`src/sv/drq_pkg.sv`:
```
// Shared types and constants for the descriptor ring queue.
package drq_pkg;

    // Request codes on the action field.
    localparam logic ACT_PUSH = 1'b0;
    localparam logic ACT_POP  = 1'b1;

    // Status codes on the result.
    localparam logic STAT_DONE    = 1'b0;
    localparam logic STAT_REFUSED = 1'b1;

    // Configuration register map.
    localparam int          PADDR_W        = 3;
    localparam int          PDATA_W        = 32;
    localparam logic [2:0]  REG_DEPTH_ADDR = 3'd0;
    localparam int          DEPTH_REG_W    = 7;
    localparam logic [6:0]  DEPTH_RESET    = 7'd64;

    // Descriptor field width.
    localparam int FIELD_W = 32;

    // One stored descriptor.
    typedef struct packed {
        logic [FIELD_W-1:0] addr;
        logic [FIELD_W-1:0] flags;
        logic [FIELD_W-1:0] size;
    } desc_t;

    // Outcome of one request, from the ring control to the result stage.
    typedef struct packed {
        logic refused;
        logic pop_ok;
        logic has_data;
    } step_info_t;

endpackage

```
`src/sv/drq_cfg.sv`:
```
// APB configuration register holding the depth in use.
module drq_cfg (
    input  logic                         aclk,
    input  logic                         aresetn,
    input  logic                         psel,
    input  logic                         penable,
    input  logic                         pwrite,
    input  logic [drq_pkg::PADDR_W-1:0]  paddr,
    input  logic [drq_pkg::PDATA_W-1:0]  pwdata,
    output logic [drq_pkg::PDATA_W-1:0]  prdata,
    output logic [drq_pkg::DEPTH_REG_W-1:0] depth_cfg
);

    logic [drq_pkg::DEPTH_REG_W-1:0] depth_reg;
    logic                            wr_depth;

    // The port is always ready, so a write lands in its access cycle.
    assign wr_depth = psel && penable && pwrite && (paddr == drq_pkg::REG_DEPTH_ADDR);

    always_ff @(posedge aclk) begin
        if (!aresetn) begin
            depth_reg <= drq_pkg::DEPTH_RESET;
        end else if (wr_depth) begin
            depth_reg <= pwdata[drq_pkg::DEPTH_REG_W-1:0];
        end
    end

    // Read data; unmapped addresses read as zero.
    always_comb begin
        prdata = '0;
        if (paddr == drq_pkg::REG_DEPTH_ADDR) begin
            prdata = drq_pkg::PDATA_W'(depth_reg);
        end
    end

    assign depth_cfg = depth_reg;

endmodule

```
`config.mk`:
```
export PLATFORM = sky130hd
export DESIGN_NAME = drq_cfg
export DESIGN_NICKNAME = d
export VERILOG_FILES = /design/src/sv/drq_pkg.sv /design/src/sv/drq_cfg.sv
export SDC_FILE = /design/constraint.sdc
export NUM_CORES = 1
export LEC_CHECK = 0
export ABC_AREA = 1
export ABC_CLOCK_PERIOD_IN_PS = 800
export BUFFER_PORTS_ARGS = -buffer_cell sky130_fd_sc_hd__buf_2
export CORE_ASPECT_RATIO = 1.4
export CORE_MARGIN = 4
export CORE_UTILIZATION = 27
export DETAILED_ROUTE_END_ITERATION = 10
export GPL_ROUTABILITY_DRIVEN = 0
export PLACE_DENSITY_LB_ADDON = 0.25
export SETUP_SLACK_MARGIN = 0.2
export SYNTH_ARGS = -nofsm -noshare
export SYNTH_HDL_FRONTEND = slang
export SYNTH_SLANG_ARGS = --single-unit
```
`constraint.sdc`:
```
create_clock -name aclk -period 0.8 [get_ports aclk]
set_clock_uncertainty 0.05 [all_clocks]
set_input_delay 0.16 -clock aclk [delete_from_list [all_inputs] [get_ports aclk]]
set_output_delay 0.16 -clock aclk [all_outputs]
set_load 0.01 [all_outputs]
```
[Yosys cells after proc, flatten, opt, wreduce, memory -nomap -nowiden]
Index checks and enable logic that the tools add are counted.
Word-level totals
  word-level logic and storage cells: 6
  latch bits: 0
  flip-flop bits (word level): 7
  memories: 0
  memory bits (writable): 0
  memory bits (read-only): 0
  input bits: 40
Cells by class
  reduce and logical (&&, ||, !) cells: 4
  equal/unequal tests: 0
  add/subtract/negate cells: 0
  magnitude comparators: 0
  bitwise logic cells: 0
  mux-type cells: 1
  shifts and indexed selects: 0
  div/mod/pow operators: 0
  $mul: 0
Operators with widths (count)
  $mux 7: 1
  $logic_and 1x1->1: 3
  $logic_not 3->1: 1

[Depth between registers and ports, before layout]
  word-level depth: 3
  mapped depth: 6

[Worst setup path before layout]
No wires, ideal clock.
  path type: input to register
  start: input paddr[0] (netlist bit)
  end: register depth_reg, in the netlist depth_cfg[0]
  cell stages on the path: 6
  data required time: 637 ps
  setup time: 113 ps
  path slack: -7 ps
  data arrival time: 644 ps
  cell sequence: inv_1 nand2_1 nor2_2 nand3_1 nand2_1 nor2_1
Between the ends
  cells in the longest elaborated chain, start to end: 2
Ends and longest elaborated chain
  start: declaration: line drq_cfg.sv:8  | input logic [drq_pkg::PADDR_W-1:0] paddr,
  $logic_not 3->1: line drq_cfg.sv:18  | assign wr_depth = psel && penable && pwrite && (paddr == drq_pkg::REG_DEPTH_ADDR);
  $logic_and 1x1->1: line drq_cfg.sv:18
  end signal: assignment: line drq_cfg.sv:22  | depth_reg <= drq_pkg::DEPTH_RESET;
  end signal: assignment: line drq_cfg.sv:24  | depth_reg <= pwdata[drq_pkg::DEPTH_REG_W-1:0];
  end: declaration: line drq_cfg.sv:14  | logic [drq_pkg::DEPTH_REG_W-1:0] depth_reg;
No other way between the ends.
A chain may end at the register's enable or synchronous reset.

[Worst setup path after layout]
  start: register depth_reg, in the netlist depth_cfg[5]
  end: output prdata[5] (netlist bit)
Between the ends
  cells in the longest elaborated chain, start to end: 1
Ends and longest elaborated chain
  $mux 7: line drq_cfg.sv:31  | if (paddr == drq_pkg::REG_DEPTH_ADDR) begin
  end: declaration: line drq_cfg.sv:10  | output logic [drq_pkg::PDATA_W-1:0] prdata,
No other way between the ends.

==> impl_metrics.ini <==
[global_routing]
gr-total-overflow = 0
grt_pass1_wl_mm = 1.897
antenna_found_initial = 0
grt.total_usage_pct = 8.588
grt_max_degree = 8
grt_pass1_vias = 505

[layout]
n_antenna_cell = 0
stdcell_count = 148
post-route-util_pct = 40.81
area_growth_pct = 40.51
largest_register_ffs = 7
fin_nets = 168
drive_above_1_share_pct = 53.54

[setup_path]
start_kind = flip-flop
critPathKind = flip-flop to output port
critPathMaxFanout = 2
critPathCaptureType = output port
crit_required_ns = 0.59
cp.arrival_ns = 0.85

[floorplan]
core_sq_um = 2021
num_rows = 19
start_util_pct = 29.04
ios = 79
die_y_microns = 63.16
dieArea_sq_um = 2994
dieWidth_microns = 47.40

[timing]
final_hold_viol_count = 0
fin_crit_ns = 1.056
totalNegativeSetupSlack_ns = -2.877
hold_slack_ns = 0.08217
setup_violations = 15
post-route-period-util_pct = 132.0
rsz0062_at_grt = true
timing.final.max_slew_violations = 0
worst_slack_ns = -0.2560
fmaxAchievable_mhz = 947.0

[clock_network]
cts.sinks = 7
h-tree-depth = 1
clock-root-buffer = clkbuf_4
cts_tree = yes
cts_hold_buffers = 0
clkLatencyLatePin_ns = 0.25
clkTransAtPathRegs_ns = 0.05
clockBufferDepth = 2
cts_buffers = 3

[run]
drv_cap = 0

[drt]
drc = 0
num_vias = 557
post_drt_wl_per_cell_microns = 8.507
routed_via_density = 3.764
dr.pass1.iters = 4
drtIter0Drc = 7
drt_wl_total_mm = 1.259
ant_nets = 0

[power_and_ir_drop]
vdd_ir_drop_max_uv = 483.7
leakage_uw = 0.0004769
powerDensity_nw_per_um2 = 1066

[synth]
async_flop_share_pct = 0
synthesis.instances = 89
synth_top_cell_area_share_pct = 31.98
synth_ff_type = dfxtp_1
synthTopCellsByArea = buf_4 32%, dfxtp_1 24%, nor2_1 12%
synth-edff-count = 0
synth_seq_cells = 7
synth_top_area_cell = buf_4
avgSynthCellArea_sq_um = 6.593
syn_area_sq_um = 586.8
synthTopCellsByCount = 25 x buf_4, 19 x nor2_1, 16 x inv_1, 8 x nand2_1
yosysMostFrequentCell = buf_4
ys_warn_count = 0
synth_cell_type_count = 12
synth-seq-area-share_pct = 23.88

[outcome]
status = complete, but fails checks
violations = setup timing

[place]
place_inst = 138
hpwl_mm = 1.014
port_buffers = 28
pre_cts_slack_ns = -0.1810

[hold_path]
hp-class = primary input to flip-flop
-- what timing repair did --
action	4_1_cts	5_1_grt
buffers inserted	4	1
resized for setup	8	7
setup endpoints to repair	21	21
pin swaps	8	3
cloned	1	0
-- final timing paths --
check                            startpoint                        end  slack (ns)  cells after the start
setup / recovery  depth_cfg[5]$_SDFFE_PN0P_                  prdata[5]       -0.26                      3
hold / removal                    pwdata[6]  depth_cfg[6]$_SDFFE_PN1P_        0.08                      3
setup reg to reg  depth_cfg[5]$_SDFFE_PN0P_  depth_cfg[5]$_SDFFE_PN0P_       -0.04                      4
hold reg to reg   depth_cfg[2]$_SDFFE_PN0P_  depth_cfg[2]$_SDFFE_PN0P_        0.44                      2
-- cell families (layout without fill, tap and decap cells) --
kind of cell	Yosys count	in the layout	synth area share (%)
simple gates	39	40	32.41
compound gates	1	1	0.8521
buf+inv	41	54	42.22
flops	7	7	23.88
other cells	1	25	0.6390
-- per-layer routing --
layer  GRT usage [%]  share of wire [%]
met5               0                  0
met4           8.304                4.4
met3          0.2849                 14
met2           14.09                 48
met1           8.763                 33
-- stage by stage --
step | cell area [sq um] | power, uW
CTS | 787.0 | 888.1
global placement | 711.9 | 541.9
finish | 824.5 | 878.6
floorplan | 725.7 | 569.2
global route | 824.5 | 928.0
detailed placement | 711.9 | 543.5
-- critical path, cell delays in order (launching register included) --
cell and delay [ns]:
dfxtp_2 0.33, inv_2 0.04, nor2_2 0.09, buf_2 0.14
-- cells in the final DEF (no fill, tap or decap), drive strengths merged --
| cell | count |
|---|---|
| buf | 34 |
| clkbuf | 4 |
| conb | 25 |
| dfxtp | 7 |
| inv | 16 |
| nand2 | 10 |
| nand3 | 8 |
| nor2 | 22 |
| o21ai | 1 |
-- layout make-up --
type | count | area (sq um)
fill | 231 | 1196
multi-input combinational | 66 | 340.3
timing repair buffer | 34 | 220.2
sequential | 7 | 148.9
inverter | 16 | 62.56
clock buffer | 4 | 26.28
tap | 21 | 26.28
-- where the power goes --
| part | leakage [uW] | switching, uW | internal, uW |
|---|---|---|---|
| logic | 0.000403 | 131 | 63.9 |
| registers | 0.0000591 | 4.04 | 355 |
| clock network | 0.0000150 | 134 | 191 |
| total | 0.000477 | 270 | 609 |
Power figures use the tool's default switching activity.
