**config.mk**
```make
export PLATFORM = sky130hd
export DESIGN_NAME = drq_ring_ctrl
export DESIGN_NICKNAME = d
export VERILOG_FILES = /design/src/sv/drq_pkg.sv /design/src/sv/drq_ring_ctrl.sv
export SDC_FILE = /design/constraint.sdc
export NUM_CORES = 1
export LEC_CHECK = 0
export CAP_MARGIN = 10
export CORE_MARGIN = 2
export CORE_UTILIZATION = 45
export DETAILED_ROUTE_END_ITERATION = 16
export DONT_BUFFER_PORTS = 1
export GPL_TIMING_DRIVEN = 0
export PLACE_DENSITY_LB_ADDON = 0.05
export SLEW_MARGIN = 15
export SYNTH_ARGS = -nofsm -noshare
export SYNTH_HDL_FRONTEND = slang
export SYNTH_SLANG_ARGS = --single-unit
export TNS_END_PERCENT = 20
```
**constraint.sdc**
```tcl
create_clock -name aclk -period 6.8 [get_ports aclk]
set_clock_uncertainty 0.1 [all_clocks]
set_input_delay 0.34 -clock aclk [delete_from_list [all_inputs] [get_ports aclk]]
set_output_delay 0.34 -clock aclk [all_outputs]
set_load 0.05 [all_outputs]
```
**src/sv/drq_pkg.sv**
```systemverilog
// Shared types and constants for the descriptor ring queue.
package drq_pkg;

    // Request codes on the action field.
    localparam logic ACT_PUSH = 1'b0;
    localparam logic ACT_POP  = 1'b1;

    // Status codes on the result.
    localparam logic STAT_DONE    = 1'b0;
    localparam logic STAT_REFUSED = 1'b1;

    // Configuration register map.
    localparam int          PADDR_W        = 3;
    localparam int          PDATA_W        = 32;
    localparam logic [2:0]  REG_DEPTH_ADDR = 3'd0;
    localparam int          DEPTH_REG_W    = 7;
    localparam logic [6:0]  DEPTH_RESET    = 7'd64;

    // Descriptor field width.
    localparam int FIELD_W = 32;

    // One stored descriptor.
    typedef struct packed {
        logic [FIELD_W-1:0] addr;
        logic [FIELD_W-1:0] flags;
        logic [FIELD_W-1:0] size;
    } desc_t;

    // Outcome of one request, from the ring control to the result stage.
    typedef struct packed {
        logic refused;
        logic pop_ok;
        logic has_data;
    } step_info_t;

endpackage

```
**src/sv/drq_ring_ctrl.sv**
```systemverilog
// Ring pointers, occupancy count and the push/pop decision.
module drq_ring_ctrl #(
    parameter int QUEUE_DEPTH = 64,
    parameter int PTR_W       = 6
) (
    input  logic                              aclk,
    input  logic                              aresetn,
    input  logic                              step,
    input  logic                              action,
    input  logic [drq_pkg::DEPTH_REG_W-1:0]   depth_cfg,
    output logic                              wr_en,
    output logic [PTR_W-1:0]                  wr_addr,
    output logic                              rd_en,
    output logic [PTR_W-1:0]                  rd_addr,
    output drq_pkg::step_info_t               info
);

    localparam int CNT_W = $clog2(QUEUE_DEPTH + 1);
    localparam int DEP_W = (CNT_W > drq_pkg::DEPTH_REG_W) ? CNT_W : drq_pkg::DEPTH_REG_W;

    logic [PTR_W-1:0] wr_ptr_reg, wr_ptr_next;
    logic [PTR_W-1:0] rd_ptr_reg, rd_ptr_next;
    logic [CNT_W-1:0] occ_reg, occ_next;

    logic [DEP_W-1:0] depth_raw;
    logic [DEP_W-1:0] depth_act;
    logic [DEP_W-1:0] wr_inc;
    logic [DEP_W-1:0] rd_inc;
    logic             full;
    logic             empty;
    logic             push_ok;
    logic             pop_ok;

    // Clamp the configured depth into 1..QUEUE_DEPTH.
    always_comb begin
        depth_raw = DEP_W'(depth_cfg);
        if (depth_raw == '0) begin
            depth_act = DEP_W'(1);
        end else if (depth_raw > DEP_W'(QUEUE_DEPTH)) begin
            depth_act = DEP_W'(QUEUE_DEPTH);
        end else begin
            depth_act = depth_raw;
        end
    end

    // Full while the count is at or above the depth in use.
    assign full  = DEP_W'(occ_reg) >= depth_act;
    assign empty = (occ_reg == '0);

    assign push_ok = step && (action == drq_pkg::ACT_PUSH) && !full;
    assign pop_ok  = step && (action == drq_pkg::ACT_POP) && !empty;

    // Pointer advance with wrap at the depth in use.
    assign wr_inc = DEP_W'(wr_ptr_reg) + DEP_W'(1);
    assign rd_inc = DEP_W'(rd_ptr_reg) + DEP_W'(1);

    always_comb begin
        wr_ptr_next = wr_ptr_reg;
        rd_ptr_next = rd_ptr_reg;
        occ_next    = occ_reg;
        if (push_ok) begin
            wr_ptr_next = (wr_inc >= depth_act) ? '0 : wr_inc[PTR_W-1:0];
            occ_next    = occ_reg + CNT_W'(1);
        end
        if (pop_ok) begin
            rd_ptr_next = (rd_inc >= depth_act) ? '0 : rd_inc[PTR_W-1:0];
            occ_next    = occ_reg - CNT_W'(1);
        end
    end

    always_ff @(posedge aclk) begin
        if (!aresetn) begin
            wr_ptr_reg <= '0;
            rd_ptr_reg <= '0;
            occ_reg    <= '0;
        end else begin
            wr_ptr_reg <= wr_ptr_next;
            rd_ptr_reg <= rd_ptr_next;
            occ_reg    <= occ_next;
        end
    end

    // Memory requests. A pop never reads the entry written in the same cycle,
    // since only one request is taken per cycle.
    assign wr_en   = push_ok;
    assign wr_addr = wr_ptr_reg;
    assign rd_en   = pop_ok;
    assign rd_addr = rd_ptr_reg;

    // Outcome as seen after this request.
    always_comb begin
        if (action == drq_pkg::ACT_PUSH) begin
            info.refused  = full;
            info.pop_ok   = 1'b0;
            info.has_data = full ? !empty : 1'b1;
        end else begin
            info.refused  = empty;
            info.pop_ok   = !empty;
            info.has_data = empty ? 1'b0 : (occ_reg != CNT_W'(1));
        end
    end

endmodule

```
== Word level (Yosys, flattened, before mapping) ==
Index checks and enable logic that the tools add are counted.

* Register bits after elaboration: 19
* Bits of input ports: 11
* Output and inout bits: 17

* Add/sub/neg operators: 4
* Magnitude comparators: 4
* Equal/unequal tests: 1
* Multiplexer cells: 9
* Bitwise gates (word level): 1
* Reductions and logical operators: 9

{| class="wikitable"
|+ Operators by type and width
! operator !! count
|-
| 7-bit 2-to-1 mux || 4
|-
| 7-bit greater-or-equal comparator || 3
|-
| 6-bit by 1-bit adder with 7-bit output, second input constant || 2
|-
| 7-bit logical NOT || 2
|-
| 6-bit 2-to-1 mux || 2
|-
| 7-bit by 1-bit adder with 7-bit output, second input constant || 1
|-
| 7-bit > comparator, second input constant || 1
|-
| 7-bit by 1-bit inequality test with 1-bit output, second input constant || 1
|-
| 7-bit by 1-bit subtractor with 7-bit output, second input constant || 1
|-
| 1-bit logical AND || 4
|-
| 3-bit 2-to-1 mux || 1
|-
| 1-bit logical NOT || 2
|-
| 1-bit 2-to-1 mux || 2
|-
| 2-bit nonzero test || 1
|-
| 1-bit NOT || 1
|}

== Depth between registers and ports, before layout ==
* Depth after elaboration: 8
* Gate-level depth with buffers: 10

== Least setup slack after synthesis ==
OpenSTA, ideal clock, no wires.

* Kind: flip-flop to output port
* Start: register occ_reg[0]
* End: output info[2] (netlist bit)
* Arrival time: 2.590 ns
* Required time: 6.360 ns
* Path slack: 3.770 ns
* Stages on the path, launching flop included: 6
* Buffers on the path: 0
* Cell sequence: dfxtp_1 > inv_1 > ha_1 > nor3b_1 > a21boi_0 > nor2_1

{| class="wikitable"
|+ RTL lines
! element !! line !! source
|-
| from (decl) || drq_ring_ctrl.sv:23 || <nowiki>logic [CNT_W-1:0] occ_reg, occ_next;</nowiki>
|-
| from (signal assigned) || drq_ring_ctrl.sv:79 || <nowiki>occ_reg <= occ_next;</nowiki>
|-
| to (decl) || drq_ring_ctrl.sv:15 || <nowiki>output drq_pkg::step_info_t info</nowiki>
|}

== Worst setup path in the final report ==
* Start: register rd_ptr_reg[0] (netlist: rd_addr[0])
* End: register rd_ptr_reg[0] (netlist: rd_addr[0])

* Word-level cells in the longest chain between the ends: 3

{| class="wikitable"
|+ RTL lines
! element !! line !! source
|-
| from (decl) || drq_ring_ctrl.sv:22 || <nowiki>logic [PTR_W-1:0] rd_ptr_reg, rd_ptr_next;</nowiki>
|-
| from (signal assigned) || drq_ring_ctrl.sv:78 || <nowiki>rd_ptr_reg <= rd_ptr_next;</nowiki>
|-
| 6-bit by 1-bit adder with 7-bit output * || drq_ring_ctrl.sv:55 || <nowiki>assign rd_inc = DEP_W'(rd_ptr_reg) + DEP_W'(1);</nowiki>
|-
| 7-bit greater-or-equal comparator || drq_ring_ctrl.sv:66 || <nowiki>rd_ptr_next = (rd_inc >= depth_act) ? '0 : rd_inc[PTR_W-1:0];</nowiki>
|-
| 6-bit 2-to-1 mux * || drq_ring_ctrl.sv:66 ||
|}

Mark *: on every way between the ends. The rest lies on a longest branch, timed or not.
A chain may end at the register's enable or synchronous reset.

==> metrics.txt <==
status=finished clean; Max transition margin=40.86%; Nets=254; RSZ-0062 raised after global routing=no; Core ar.=3661 µm²; Hold/Removal Path Class=in -> reg; fin. max-slew vios=0; top cells by area, synth=dfxtp_1 22%, ha_1 19%, nand2_1 5.2%; Final setup viols=0; Die X=65.81 µm; Max Fanout on Critical Path=6; Startpoint Class=register; Switching Fraction=40.85%; chip height=65.81 µm; peak supply drop=93.13 µV; CTS H-tree depth=1; Syn-to-layout area delta=6.769%; ant diodes=0; total number of vias=1575; CTS tree=yes; Initial Util=46.96%; share of power burned in combinational logic=37.3%; nature of the critical path endpoint=register; I/O pins=28; synthesized net count=247; Post-synth EDFFs=0; WHS=0.1293 ns; fin crit share=47.19%; Yosys top cell by area=dfxtp_1; latest clock arrival within the worst-skew pair=0.26 ns; sequential share of power=38.9%; Setup TNS=0 ns; postcts setup bufs=0; # DRC=0; Placement Setup Slack=3.602 ns; drt pass-1 iters=4; Crit path arrival time=3.30 ns; vias per cell=5.966; Synth Register Bits=19; Data required, critical path=6.89 ns; final worst slack=3.591 ns; Post-Syn Area=1719 µm²; Pwr Density=187.7 nW/µm²; hold buffers post-CTS=0; Yosys warnings=0; minimum clock period=3.209 ns; vias in the first global route=1557; DP HPWL=3397 µm; largest net degree at the start of global routing=11; cell row count=22; antenna violations before repair=0; Net Sw Power=0.1408 mW; GP Congestion=0.8672; MaxCap Viol Count=0; flop-to-flop setup slack=3.59 ns; Seq/Total Area, Yosys=22.13%; Leak=0.8159 nW; total CTS buffers=3; CTS max path bufs=2; Hold Vio Cnt, Final=0; Avg WL per Cell=16.20 µm; Synth top area share=22.13%; Congestion Overflow GR=0; post_cts resized=0; number of port buffers=0; Crit Path Category=reg -> reg; synthesized instance count=210; library cells used by synthesis=43; all-layer global routing usage=21.40%; Largest register FFs=7; syn_area_per_cell=8.186 µm²; Top FF cell, synth=dfxtp_1; Clk network pwr share=23.8%; Final Total Pwr=0.3446 mW; ratio of cells with drive above 1 in the final layout=6.944%; worst slew pin tran=0.8839 ns; Sink Count=19; Final ANT Viol Nets=0; clk root buf=clkbuf_8; Iter 0 DRT Violations=90; Internal Power=0.2038 mW; die area=4331 µm²; Fmax=311.6 MHz; clk slew on worst S/H paths=0.08 ns; global-route wire length before repair=7107 µm; drt total wl=4278 µm; fraction of registers with async set/reset=0%
-- metrics by stage --
stage	instance area (µm²)	util, %	instances
6_report	1836	50.14	264
5_1_grt	1836	50.14	264
4_1_cts	1836	50.14	264
3_5_place_dp	1790	48.91	260
3_3_place_gp	1779	48.60	258
2_1_floorplan	1719	-	210
-- power by group through the flow --
stage | clock network (mW) | registers, mW | logic, mW
after floorplan | 0 | 0.133 | 0.104
after global placement | 0 | 0.136 | 0.121
after detailed placement | 0 | 0.137 | 0.128
after CTS | 0.0849 | 0.134 | 0.129
after global routing | 0.0891 | 0.135 | 0.142
final | 0.0819 | 0.134 | 0.129
-- layer usage --
layer	part of all wire [%]	up-vias	wire, µm	GRT usage (%)
met3	5.6	8	240	3.748
met4	2.4	0	102	8.854
met5	0	-	0	0
met2	45	46	1937	34.97
li1	-	789	-	-
met1	47	732	1998	27.68
-- cells in the final DEF, fill, tap and decap left out, types with 2 or more instances in the layout --
cell and n:
a31o_2 2, a21o_1 5, nand3_1 11, nor2_1 9, nor3b_1 3, or3_1 7, a31oi_1 2, and3_1 6
nand4_1 4, and3b_1 2, buf_2 4, xnor2_1 5, ha_1 26, nor3_1 4, o21a_1 2, a2111oi_4 2
o21ai_0 9, a21boi_0 2, nand2b_1 6, a21boi_1 5, clkbuf_1 3, and2_1 2, o211ai_1 3, a32o_1 3
xor2_1 3, clkbuf_8 3, mux2i_1 3, nand2_1 24, inv_1 12, dfxtp_1 19, a21oi_1 10
-- worst paths after layout --
kind              start  cells after the start    endpoint
max          rd_addr[0]                     10  rd_addr[0]
min             aresetn                      2  occ_reg[2]
max reg2reg  rd_addr[0]                     10  rd_addr[0]
min reg2reg  occ_reg[6]                      2  occ_reg[6]
-- critical path, stage by stage (launching register included) --
cell	delay [ns]
dfxtp_1	0.73
nand3_1	0.28
or2_2	0.37
xor2_1	0.22
inv_1	0.07
ha_1	0.33
a21o_1	0.19
a21oi_1	0.17
o21ai_0	0.17
or3_1	0.33
a21boi_0	0.17
-- cells by family (layout without fill, tap and decap cells) --
family / after synthesis / in the layout / share of synthesized area, %
buffers and inverters: 18 / 24 / 4.221
DFF: 19 / 19 / 22.12
xor gates and xnor gates: 8 / 8 / 4.076
and+or+nand+nor: 82 / 82 / 24.67
adders and majority gates: 26 / 26 / 18.92
muxes: 3 / 3 / 1.747
AOI/OAI and AO/OA: 54 / 54 / 24.24
-- Yosys cell counts (all sizes together), types with 4 or more instances --
cell,instances
ha,26
nand2,24
dfxtp,19
inv,12
nand3,11
a21oi,10
o21ai,10
nor2,9
a21boi,7
or3,7
and3,6
nand2b,6
a21o,5
xnor2,5
buf,4
nand4,4
nor3,4
-- cell type report --
cell class | count | area (µm²)
fill | 370 | 1826
multi-input combinational | 173 | 1266
sequential | 19 | 380.4
tap | 48 | 60.06
clock buffer | 4 | 45.04
inverter | 12 | 45.04
buffer | 6 | 27.53
timing repair buffer | 2 | 11.26
Note: power is estimated with default switching activity, not from simulation.
